**config.mk**
```make
export PLATFORM = sky130hd
export DESIGN_NAME = bimodal_branch_predictor
export DESIGN_NICKNAME = d
export VERILOG_FILES = /design/src/bbp_pkg.sv /design/src/bimodal_branch_predictor.sv
export SDC_FILE = /design/constraint.sdc
export NUM_CORES = 2
export LEC_CHECK = 0
export BUFFER_PORTS_ARGS = -buffer_cell sky130_fd_sc_hd__buf_4
export CELL_PAD_IN_SITES_DETAIL_PLACEMENT = 1
export CELL_PAD_IN_SITES_GLOBAL_PLACEMENT = 1
export CORE_AREA = 2 2 431 433
export DETAILED_ROUTE_END_ITERATION = 10
export DIE_AREA = 0 0 433 435
export GPL_ROUTABILITY_DRIVEN = 0
export PLACE_DENSITY_LB_ADDON = 0.1
export SLEW_MARGIN = 15
export SYNTH_ARGS = -nofsm -noshare
export SYNTH_HDL_FRONTEND = slang
export SYNTH_SLANG_ARGS = --single-unit
```
**constraint.sdc**
```tcl
create_clock -name clk_i -period 29.9 [get_ports clk_i]
set_clock_uncertainty 0.15 [all_clocks]
set_input_delay 2.99 -clock clk_i [delete_from_list [all_inputs] [get_ports clk_i]]
set_output_delay 2.99 -clock clk_i [all_outputs]
set_load 0.02 [all_outputs]
```
**src/bbp_pkg.sv**
```systemverilog
package bbp_pkg;

  // Default history table depth
  localparam int unsigned TABLE_ENTRIES = 1024;

  // The table index starts at this program counter bit
  localparam int unsigned PC_IDX_LSB = 2;

  localparam int unsigned PC_W    = 32;
  localparam int unsigned COUNT_W = 32;
  localparam int unsigned ENTRY_W = 2;
  localparam int unsigned MODE_W  = 2;

  typedef enum logic [MODE_W-1:0] {
    MODE_STATIC  = 2'd0,
    MODE_ONE_BIT = 2'd1,
    MODE_TWO_BIT = 2'd2
  } mode_e;

  typedef struct packed {
    logic [PC_W-1:0] branch_pc;
    logic            branch_taken;
  } bbp_req_t;

  typedef struct packed {
    logic               pred_taken;
    logic               prediction_correct;
    logic [COUNT_W-1:0] total_branches;
    logic [COUNT_W-1:0] correct_branches;
  } bbp_rsp_t;

endpackage

```
**src/bimodal_branch_predictor.sv**
```systemverilog
// Bimodal branch predictor, one history table in a synchronous RAM.
// Path: a request passes the table read register, then the output register; at other than
//   power-of-two depth a reciprocal index reduction (quotient, then remainder) comes first.
// Throughput: 1 request per cycle at power-of-two depth while the output does not stall
//   (read-modify-write with write forwarding), else a new request waits for the index unit.
// Reset: mode and counts clear at once; a sweep then zeroes the table, stalling requests.
module bimodal_branch_predictor import bbp_pkg::*; #(
  parameter int unsigned TableEntries = TABLE_ENTRIES
) (
  input  logic              clk_i,
  input  logic              rst_ni,
  input  logic              cfg_we_i,
  input  logic [MODE_W-1:0] cfg_wdata_i,
  input  logic              in_valid_i,
  output logic              in_stall_o,
  input  bbp_req_t          in_req_i,
  output logic              out_valid_o,
  input  logic              out_stall_i,
  output bbp_rsp_t          out_rsp_o
);

  localparam int unsigned IdxW    = $clog2(TableEntries);
  localparam bit          IsPow2  = (TableEntries == (1 << IdxW));
  localparam int unsigned ValW    = PC_W - PC_IDX_LSB;

  // ---------------------------------------------------------------------------
  // Configuration register
  // ---------------------------------------------------------------------------
  logic [MODE_W-1:0] mode_q;

  always_ff @(posedge clk_i or negedge rst_ni) begin
    if (!rst_ni) begin
      mode_q <= MODE_STATIC;
    end else if (cfg_we_i) begin
      mode_q <= cfg_wdata_i;
    end
  end

  // ---------------------------------------------------------------------------
  // Clearing sweep after reset
  // ---------------------------------------------------------------------------
  logic            clr_active_q;
  logic [IdxW-1:0] clr_addr_q;

  always_ff @(posedge clk_i or negedge rst_ni) begin
    if (!rst_ni) begin
      clr_active_q <= 1'b1;
      clr_addr_q   <= '0;
    end else if (clr_active_q) begin
      clr_addr_q <= clr_addr_q + 1'b1;
      if (clr_addr_q == IdxW'(TableEntries - 1)) begin
        clr_active_q <= 1'b0;
      end
    end
  end

  // ---------------------------------------------------------------------------
  // Pipeline control
  // ---------------------------------------------------------------------------
  logic s1_valid_q;
  logic s1_adv;     // stage 1 hands its result to the output register
  logic s1_load;    // stage 1 can take a new table read this cycle
  logic out_valid_q;

  assign s1_adv  = s1_valid_q && (!out_valid_q || !out_stall_i);
  assign s1_load = !s1_valid_q || s1_adv;

  // Read issue: index, outcome and a strobe that starts the table read
  logic            rd_fire;
  logic [IdxW-1:0] rd_idx;
  logic            rd_taken;
  logic            in_accept;

  assign in_accept = in_valid_i && !in_stall_o;

  if (IsPow2) begin : g_mask_idx
    // Index is a plain bit field of the program counter
    assign in_stall_o = clr_active_q || !s1_load;
    assign rd_fire    = in_accept;
    assign rd_idx     = in_req_i.branch_pc[PC_IDX_LSB +: IdxW];
    assign rd_taken   = in_req_i.branch_taken;
  end else begin : g_recip_idx
    // Reduce modulo the table depth: a reciprocal multiply yields the quotient,
    // and a multiply and subtract yields the remainder in the next cycle.
    localparam int unsigned     ShiftS = ValW + IdxW;
    localparam int unsigned     QuoW   = ValW - IdxW + 1;
    localparam int unsigned     ProdW  = ValW + 32;
    localparam longint unsigned RecipL = ((64'd1 << ShiftS) + 64'(TableEntries) - 64'd1)
                                         / 64'(TableEntries);
    localparam logic [31:0]     RecipM = 32'(RecipL);

    logic             div_busy_q;
    logic             div_step_q;
    logic             div_done_q;
    logic [ValW-1:0]  div_val_q;
    logic [QuoW-1:0]  div_quo_q;
    logic [IdxW-1:0]  div_rem_q;
    logic             div_taken_q;
    logic [ProdW-1:0] div_prod;
    logic [ValW-1:0]  div_back;
    logic [ValW-1:0]  div_diff;

    assign div_prod = ProdW'(div_val_q) * ProdW'(RecipM);
    assign div_back = ValW'(div_quo_q) * ValW'(TableEntries);
    assign div_diff = div_val_q - div_back;

    always_ff @(posedge clk_i or negedge rst_ni) begin
      if (!rst_ni) begin
        div_busy_q <= 1'b0;
        div_step_q <= 1'b0;
        div_done_q <= 1'b0;
      end else if (in_accept) begin
        div_busy_q <= 1'b1;
        div_step_q <= 1'b0;
      end else if (div_busy_q) begin
        div_step_q <= 1'b1;
        if (div_step_q) begin
          div_busy_q <= 1'b0;
          div_done_q <= 1'b1;
        end
      end else if (div_done_q && s1_load) begin
        div_done_q <= 1'b0;
      end
    end

    always_ff @(posedge clk_i) begin
      if (in_accept) begin
        div_val_q   <= in_req_i.branch_pc[PC_W-1:PC_IDX_LSB];
        div_taken_q <= in_req_i.branch_taken;
      end
      if (div_busy_q && !div_step_q) begin
        div_quo_q <= div_prod[ShiftS +: QuoW];
      end
      if (div_busy_q && div_step_q) begin
        div_rem_q <= div_diff[IdxW-1:0];
      end
    end

    assign in_stall_o = clr_active_q || div_busy_q || div_done_q;
    assign rd_fire    = div_done_q && s1_load;
    assign rd_idx     = div_rem_q;
    assign rd_taken   = div_taken_q;
  end

  // ---------------------------------------------------------------------------
  // History table: one write port, one registered read port
  // ---------------------------------------------------------------------------
  logic [ENTRY_W-1:0] hist_mem [TableEntries];
  logic [ENTRY_W-1:0] rd_data_q;
  logic               mem_we;
  logic [IdxW-1:0]    mem_waddr;
  logic [ENTRY_W-1:0] mem_wdata;

  always_ff @(posedge clk_i) begin
    if (mem_we) begin
      hist_mem[mem_waddr] <= mem_wdata;
    end
    if (rd_fire) begin
      rd_data_q <= hist_mem[rd_idx];
    end
  end

  // ---------------------------------------------------------------------------
  // Stage 1: predict, update entry, count
  // ---------------------------------------------------------------------------
  logic [IdxW-1:0]    s1_idx_q;
  logic               s1_taken_q;

  always_ff @(posedge clk_i or negedge rst_ni) begin
    if (!rst_ni) begin
      s1_valid_q <= 1'b0;
    end else if (s1_load) begin
      s1_valid_q <= rd_fire;
    end
  end

  always_ff @(posedge clk_i) begin
    if (rd_fire) begin
      s1_idx_q   <= rd_idx;
      s1_taken_q <= rd_taken;
    end
  end

  // Forward the last written entry: a write lands on the same edge that a
  // following read samples, so the RAM returns the old value on a match.
  logic               fwd_valid_q;
  logic [IdxW-1:0]    fwd_idx_q;
  logic [ENTRY_W-1:0] fwd_data_q;
  logic [ENTRY_W-1:0] entry;
  logic [ENTRY_W-1:0] entry_d;
  logic               pred;
  logic               correct;
  logic               upd_we;

  assign entry = (fwd_valid_q && fwd_idx_q == s1_idx_q) ? fwd_data_q : rd_data_q;

  always_comb begin
    pred    = 1'b0;
    entry_d = entry;
    upd_we  = 1'b0;
    unique case (mode_q)
      MODE_STATIC: begin
        pred = 1'b0;
      end
      MODE_ONE_BIT: begin
        pred    = (entry == ENTRY_W'(1));
        entry_d = {1'b0, s1_taken_q};
        upd_we  = 1'b1;
      end
      default: begin
        // two-bit counter; the unused fourth mode code behaves the same
        pred   = entry[ENTRY_W-1];
        upd_we = 1'b1;
        if (s1_taken_q && entry != '1) begin
          entry_d = entry + 1'b1;
        end else if (!s1_taken_q && entry != '0) begin
          entry_d = entry - 1'b1;
        end
      end
    endcase
  end

  assign correct = (pred == s1_taken_q);

  // Memory write port: sweep while clearing, else the stage 1 update
  assign mem_we    = clr_active_q || (s1_adv && upd_we);
  assign mem_waddr = clr_active_q ? clr_addr_q : s1_idx_q;
  assign mem_wdata = clr_active_q ? '0 : entry_d;

  always_ff @(posedge clk_i or negedge rst_ni) begin
    if (!rst_ni) begin
      fwd_valid_q <= 1'b0;
    end else if (s1_adv && upd_we) begin
      fwd_valid_q <= 1'b1;
    end
  end

  always_ff @(posedge clk_i) begin
    if (s1_adv && upd_we) begin
      fwd_idx_q  <= s1_idx_q;
      fwd_data_q <= entry_d;
    end
  end

  // Saturating branch and hit counts
  logic [COUNT_W-1:0] total_q;
  logic [COUNT_W-1:0] hits_q;
  logic [COUNT_W-1:0] total_d;
  logic [COUNT_W-1:0] hits_d;

  assign total_d = (&total_q) ? total_q : total_q + 1'b1;
  assign hits_d  = (correct && !(&hits_q)) ? hits_q + 1'b1 : hits_q;

  always_ff @(posedge clk_i or negedge rst_ni) begin
    if (!rst_ni) begin
      total_q <= '0;
      hits_q  <= '0;
    end else if (s1_adv) begin
      total_q <= total_d;
      hits_q  <= hits_d;
    end
  end

  // ---------------------------------------------------------------------------
  // Output register: hold while stalled, drop once taken
  // ---------------------------------------------------------------------------
  bbp_rsp_t out_q;

  always_ff @(posedge clk_i or negedge rst_ni) begin
    if (!rst_ni) begin
      out_valid_q <= 1'b0;
    end else if (s1_adv) begin
      out_valid_q <= 1'b1;
    end else if (!out_stall_i) begin
      out_valid_q <= 1'b0;
    end
  end

  always_ff @(posedge clk_i) begin
    if (s1_adv) begin
      out_q.pred_taken         <= pred;
      out_q.prediction_correct <= correct;
      out_q.total_branches     <= total_d;
      out_q.correct_branches   <= hits_d;
    end
  end

  assign out_valid_o = out_valid_q;
  assign out_rsp_o   = out_q;

endmodule

```
# Yosys cells after proc, flatten, opt, wreduce, memory -nomap -nowiden
# Memory sizes are Yosys's and may differ from the RTL's. A register that Yosys moved wholly into a read port is not among the register bits.
# Cells that the tools add are included.
[totals]
latchBits = 0
output_inout_bits = 68
mem_bits_ro = 0
memories = 1
register_bits = 169
ramBits = 2048
elab_cells = 67
[mem_list]
columns = ["memory", "depth", "word_bits", "read_ports", "rd_ports_with_merged_regs", "write_ports", "line", "text"]
rows = [
  ["hist_mem", 1024, 2, 1, 1, 1, "bimodal_branch_predictor.sv:148", "logic [ENTRY_W-1:0] hist_mem [TableEntries];"],
]
[classes]
n_mux = 16
n_shift = 0
eq_ne = 7
mul = 0
order_cmp = 0
n_bitwise = 0
add_sub_neg = 5
n_div = 0
n_reduce_logical = 22
[op_table]
columns = ["op", "count"]
rows = [
  ["$add A32 B1 Y32 const B", 2],
  ["$mux W32", 2],
  ["$reduce_and A32 Y1", 2],
  ["$add A10 B1 Y10 const B", 1],
  ["$eq A10 B10 Y1", 1],
  ["$eq A10 B10 Y1 const B", 1],
  ["$mux W10", 1],
  ["$mux W2", 4],
  ["$logic_and A1 B1 Y1", 7],
  ["$logic_not A1 Y1", 7],
  ["$mux W1", 7],
  ["$eq A2 B1 Y1 const B", 2],
  ["$logic_or A1 B1 Y1", 4],
  ["$pmux W2 S2", 1],
  ["$add A2 B1 Y2 const B", 1],
  ["$logic_not A2 Y1", 1],
  ["$ne A2 B1 Y1 const B", 1],
  ["$ne A2 B2 Y1 const B", 1],
  ["$pmux W1 S2", 1],
  ["$reduce_bool A2 Y1", 1],
  ["$sub A2 B1 Y2 const B", 1],
  ["$eq A1 B1 Y1", 1],
]

# Logic depth before layout (Yosys ltp)
[depth]
depth_word = 9
ltp_mapped = 15
ltp_nobuf = 11

# Least setup slack after synthesis
# Ideal clock, no wire load.
[synth_timing]
path_type = "reg-to-reg"
startpoint = "reg s1_idx_q[6]"
endpoint = "mem hist_mem[0][1] (data pin)"
stages_incl_launch_ff = 11
arrival_time_ps = 14996
setup_ps = 2878
n_path_buf = 0
setup_slack_ps = 11876
synth_period_minus_slack_ps = 18024
cell_sequence = "edfxtp_1 > xnor2_1 > nand4_1 > nor3_1 > mux2_2 > ha_1 > nand2_1 > nand2_1 > nor2_1 > a211oi_1 > and2_1"
[synth_between]
elab_chain_cells = 9
[synth_rtl]
columns = ["item", "line", "text"]
rows = [
  ["from (decl)", "bimodal_branch_predictor.sv:166", "logic [IdxW-1:0] s1_idx_q;"],
  ["from (signal assigned)", "bimodal_branch_predictor.sv:179", "s1_idx_q <= rd_idx;"],
  ["$eq A10 B10 Y1 (*)", "bimodal_branch_predictor.sv:195", "assign entry = (fwd_valid_q && fwd_idx_q == s1_idx_q) ? fwd_data_q : rd_data_q;"],
  ["$logic_and A1 B1 Y1 (*)", "bimodal_branch_predictor.sv:195", ""],
  ["$mux W2 (*)", "bimodal_branch_predictor.sv:195", ""],
  ["parallel branches: the longest is 4 deep, another holds $sub A2 B1 Y2", "n/a", ""],
  ["$pmux W2 S2 (*)", "bimodal_branch_predictor.sv:201", "unique case (mode_q)"],
  ["via entry_d[1]", "bimodal_branch_predictor.sv:190", "logic [ENTRY_W-1:0] entry_d;"],
  ["$mux W2 (*)", "bimodal_branch_predictor.sv:228", "assign mem_wdata = clr_active_q ? '0 : entry_d;"],
  ["via mem_wdata[1]", "bimodal_branch_predictor.sv:152", "logic [ENTRY_W-1:0] mem_wdata;"],
  ["to (decl)", "bimodal_branch_predictor.sv:148", ""],
]
# Mark *: on every way through the listed nets, which the timed path passes.

==> flow_metrics.py <==
metrics = {
    "finish": {
        "fin_util_pct": 55.3,
        "layout-area-overhead-vs-synth_pct": 11.3,
        "layout-drive-gt1-share_pct": 19.2,
        "finish.instance_area_sq_mm": 0.102,
        "num-nets-final": 5549,
        "instances_no_fill": 8176,
    },
    "die": {
        "die_width_um": 433,
        "effective_utilization_at_floorplan_pct": 49.7,
        "placeableCoreArea_sq_mm": 0.184,
        "floorplan.die_area_sq_mm": 0.188,
        "chipHeight_um": 435,
        "floorplan.rows": 158,
        "boundaryPins": 108,
    },
    "status": {
        "result_of_the_run": "finished clean",
    },
    "clock_tree": {
        "clkSlewWorstSetupHoldPaths_ps": 60,
        "clock_path_buffers": 3,
        "cts.sink_count": 2219,
        "ctsHtreeMaxLevel": 4,
        "post_cts_resize_count": 0,
        "cts_made_buffers": 224,
        "cts_post_setup_buffers_inserted": 0,
        "cts_tree": "done",
        "cts.root.buffer_cell": "sky130_fd_sc_hd__clkbuf_16",
        "clock_latency_ps": 870,
        "ctsHoldBuffers": 0,
    },
    "detailed_routing": {
        "drt_iter0_markers": 5177,
        "drt_pass_1_iters": 6,
        "antenna_violating_nets_post_route": 0,
        "via_count": 50798,
        "post-route-drc-count": 0,
        "route.detailed.vias_per_inst": 6.21,
        "finalWirelength_um": 261000,
        "route.detailed.wl_per_inst_um": 31.9,
    },
    "min_path": {
        "hp-class": "reg2reg",
        "min_path_cells": 1,
    },
    "pwr": {
        "design_power_total_mw": 6.92,
        "power_per_cell_area_mw_per_mm2": 68.0,
        "p_leak_nw": 31.9,
        "peak_ir_drop_on_the_vdd_network_uv": 85.7,
    },
    "timing": {
        "max_slew.worst_pin.slew_ps": 1230,
        "clock.fmax_mhz": 116,
        "setup_viol": 0,
        "timing.max_slew.rel_slack_pct": 17.7,
        "hold_viol_final": 0,
        "post-route-period-util_pct": 28.9,
        "period_needed_ps": 8630,
        "fin_setup_tns_ps": 0,
        "report.final.slew_viol_count": 0,
        "rsz_0062_raised_after_global_routing": "false",
    },
    "place": {
        "port_buffers": 85,
        "dpl.cell_count": 7758,
        "placement.cell_area_sq_mm": 0.0945,
        "post-dp-hpwl_um": 145000,
    },
    "yosys": {
        "netlist_instances": 5491,
        "ys.flop_type": "sky130_fd_sc_hd__edfxtp_1",
        "seq_area_frac_synth_pct": 72.4,
        "postSynthNetCount": 5535,
        "number_of_flops_mapped_to_enable_cells_by_yosys": 2139,
        "synthesis.area_per_instance_sq_um": 16.7,
        "synthesis.yosys.warnings": 0,
        "ys_types": 77,
        "flip_flop_and_latch_count_after_synthesis": 2219,
        "asr_flop_ratio_synth_pct": 3.61,
        "syn_area_sq_mm": 0.0914,
    },
    "grt": {
        "groute.layer.met2.usage_pct": 46.0,
        "global_route.usage.total_pct": 27.9,
        "grt_antenna_before_repair": 8,
        "pin_count_of_the_biggest_net_entering_global_routing": 246,
        "groute.layer.met3.usage_pct": 3.74,
        "globalRouteMet1Util_pct": 38.8,
        "globalRouteOverflowTotal": 0,
        "grt_pass1_wl_um": 377000,
        "grt_most_used_layer": "met2",
        "grt_pass1_vias": 53526,
    },
    "worst_setup_path": {
        "critical_path.startpoint_type": "primary input",
        "critical_path_end_type": "flop",
        "path_class": "in2reg",
        "critPathMaxFanout": 92,
        "worstPathArrival_ps": 9040,
        "worst_reg_to_reg_cells": 14,
        "timing.critical_path.required_ps": 30310,
    },
    "run": {
        "drv_cap": 0,
    },
}
## sequential cells by signal (all words and copies together), names as in the netlist
register / flops
clr_active_q: 1
clr_addr_q: 10
fwd_data_q: 2
fwd_idx_q: 10
fwd_valid_q: 1
hist_mem: 2048
hits_q: 32
mode_q: 2
out_rsp_o: 66
out_valid_o: 1
rd_data_q: 2
s1_idx_q: 10
s1_taken_q: 1
s1_valid_q: 1
total_q: 32
## synth_stat cells, drive strengths merged, types with 12 or more instances
library cell / instances / area [sq um]
o22ai: 52 / 325
or3: 16 / 100
and2: 15 / 93.8
edfxtp: 2139 / 64200
nand4: 44 / 282
mux2i: 209 / 2090
nand2: 190 / 713
nor2b: 12 / 75.1
o221ai: 79 / 692
a31oi: 15 / 93.8
nor2: 1101 / 4140
xnor2: 111 / 972
clkbuf: 298 / 1120
nor4: 18 / 119
dfrtp: 79 / 1980
mux4: 439 / 9890
inv: 17 / 63.8
nand2b: 12 / 75.1
o21ai: 35 / 175
and3: 28 / 175
buf: 122 / 785
nand3: 72 / 505
mux2: 18 / 203
nor3: 80 / 400
a21oi: 87 / 435
a22oi: 76 / 571
xor2: 33 / 289
## stage by stage
stage	setup WS, ps	hold WS [ps]
6_report	21270	319
5_1_grt	21050	345
4_1_cts	21310	325
3_5_place_dp	20400	305
3_3_place_gp	20550	305
2_1_floorplan	11880	289
## per-layer routing
layer / up-vias / part of all wire, % / wire [um]
met4: 0 / 3.0 / 7700
met3: 390 / 6.6 / 17300
li1: 21300 / - / -
met2: 1815 / 50 / 130000
met1: 27293 / 41 / 106000
met5: - / 0 / 0
## layout by cell type, fill, tap and decap left out, drive strengths merged, types with 23 or more instances in the layout
| cell | n |
|---|---|
| edfxtp | 2139 |
| clkbuf | 284 |
| o22ai | 52 |
| mux2i | 209 |
| nand3 | 72 |
| nand4 | 44 |
| inv | 23 |
| mux4 | 439 |
| xor2 | 33 |
| nand2 | 190 |
| xnor2 | 111 |
| nor3 | 80 |
| dfrtp | 79 |
| o221ai | 79 |
| buf | 208 |
| o21ai | 35 |
| a21oi | 87 |
| a22oi | 76 |
| clkinv | 101 |
| nor2 | 1101 |
| and3 | 28 |
## critical path, stage by stage
cell,delay (ps)
sky130_fd_sc_hd__buf_8,440
sky130_fd_sc_hd__buf_4,860
sky130_fd_sc_hd__buf_4,870
sky130_fd_sc_hd__buf_12,680
sky130_fd_sc_hd__mux2i_1,190
sky130_fd_sc_hd__o221ai_1,330
sky130_fd_sc_hd__o22ai_1,160
sky130_fd_sc_hd__nor2_1,210
sky130_fd_sc_hd__o22ai_1,150
sky130_fd_sc_hd__o21ai_0,650
sky130_fd_sc_hd__or4bb_1,670
sky130_fd_sc_hd__o221ai_1,700
## cell families after synthesis
| group | synth area share [%] |
|---|---|
| DFF | 72.4 |
| muxes | 13.3 |
| buffers and inverters | 2.15 |
| adders and majority gates | 0.0547 |
| xor gates and xnor gates | 1.38 |
| and+or+nand+nor | 7.60 |
| AOI/OAI and AO/OA | 3.05 |
## final timing paths
check	startpoint	to	slack, ps
setup / recovery	in_req_i[3]	rd_data_q[0]	21270
hold / removal	fwd_valid_q	fwd_valid_q	320
setup reg to reg	s1_idx_q[0]	hist_mem[256][1]	23240
hold reg to reg	fwd_valid_q	fwd_valid_q	320
max in group asynchronous	rst_ni	hits_q[13]	26580
min in group asynchronous	rst_ni	out_valid_o	1960
## power by group
part	switching (mW)	leakage (nW)	internal (mW)	total, mW
logic	0.393	7.89	0.136	0.529
clock network	1.19	3.54	1.59	2.78
registers	0.0180	20.5	3.59	3.61
total	1.60	31.9	5.32	6.92
## area by class of cell
type                            count  area [sq um]
Fill cell                       16554         82300
Inverter                           17          67.6
Timing Repair Buffer              208          1690
Clock inverter                    130          1190
Sequential cell                  2219         66200
Multi-Input combinational cell   2835         23500
Clock buffer                      284          6010
Antenna cell                        3          7.51
Tap cell                         2480          3100
Power figures use the tool's default switching activity.
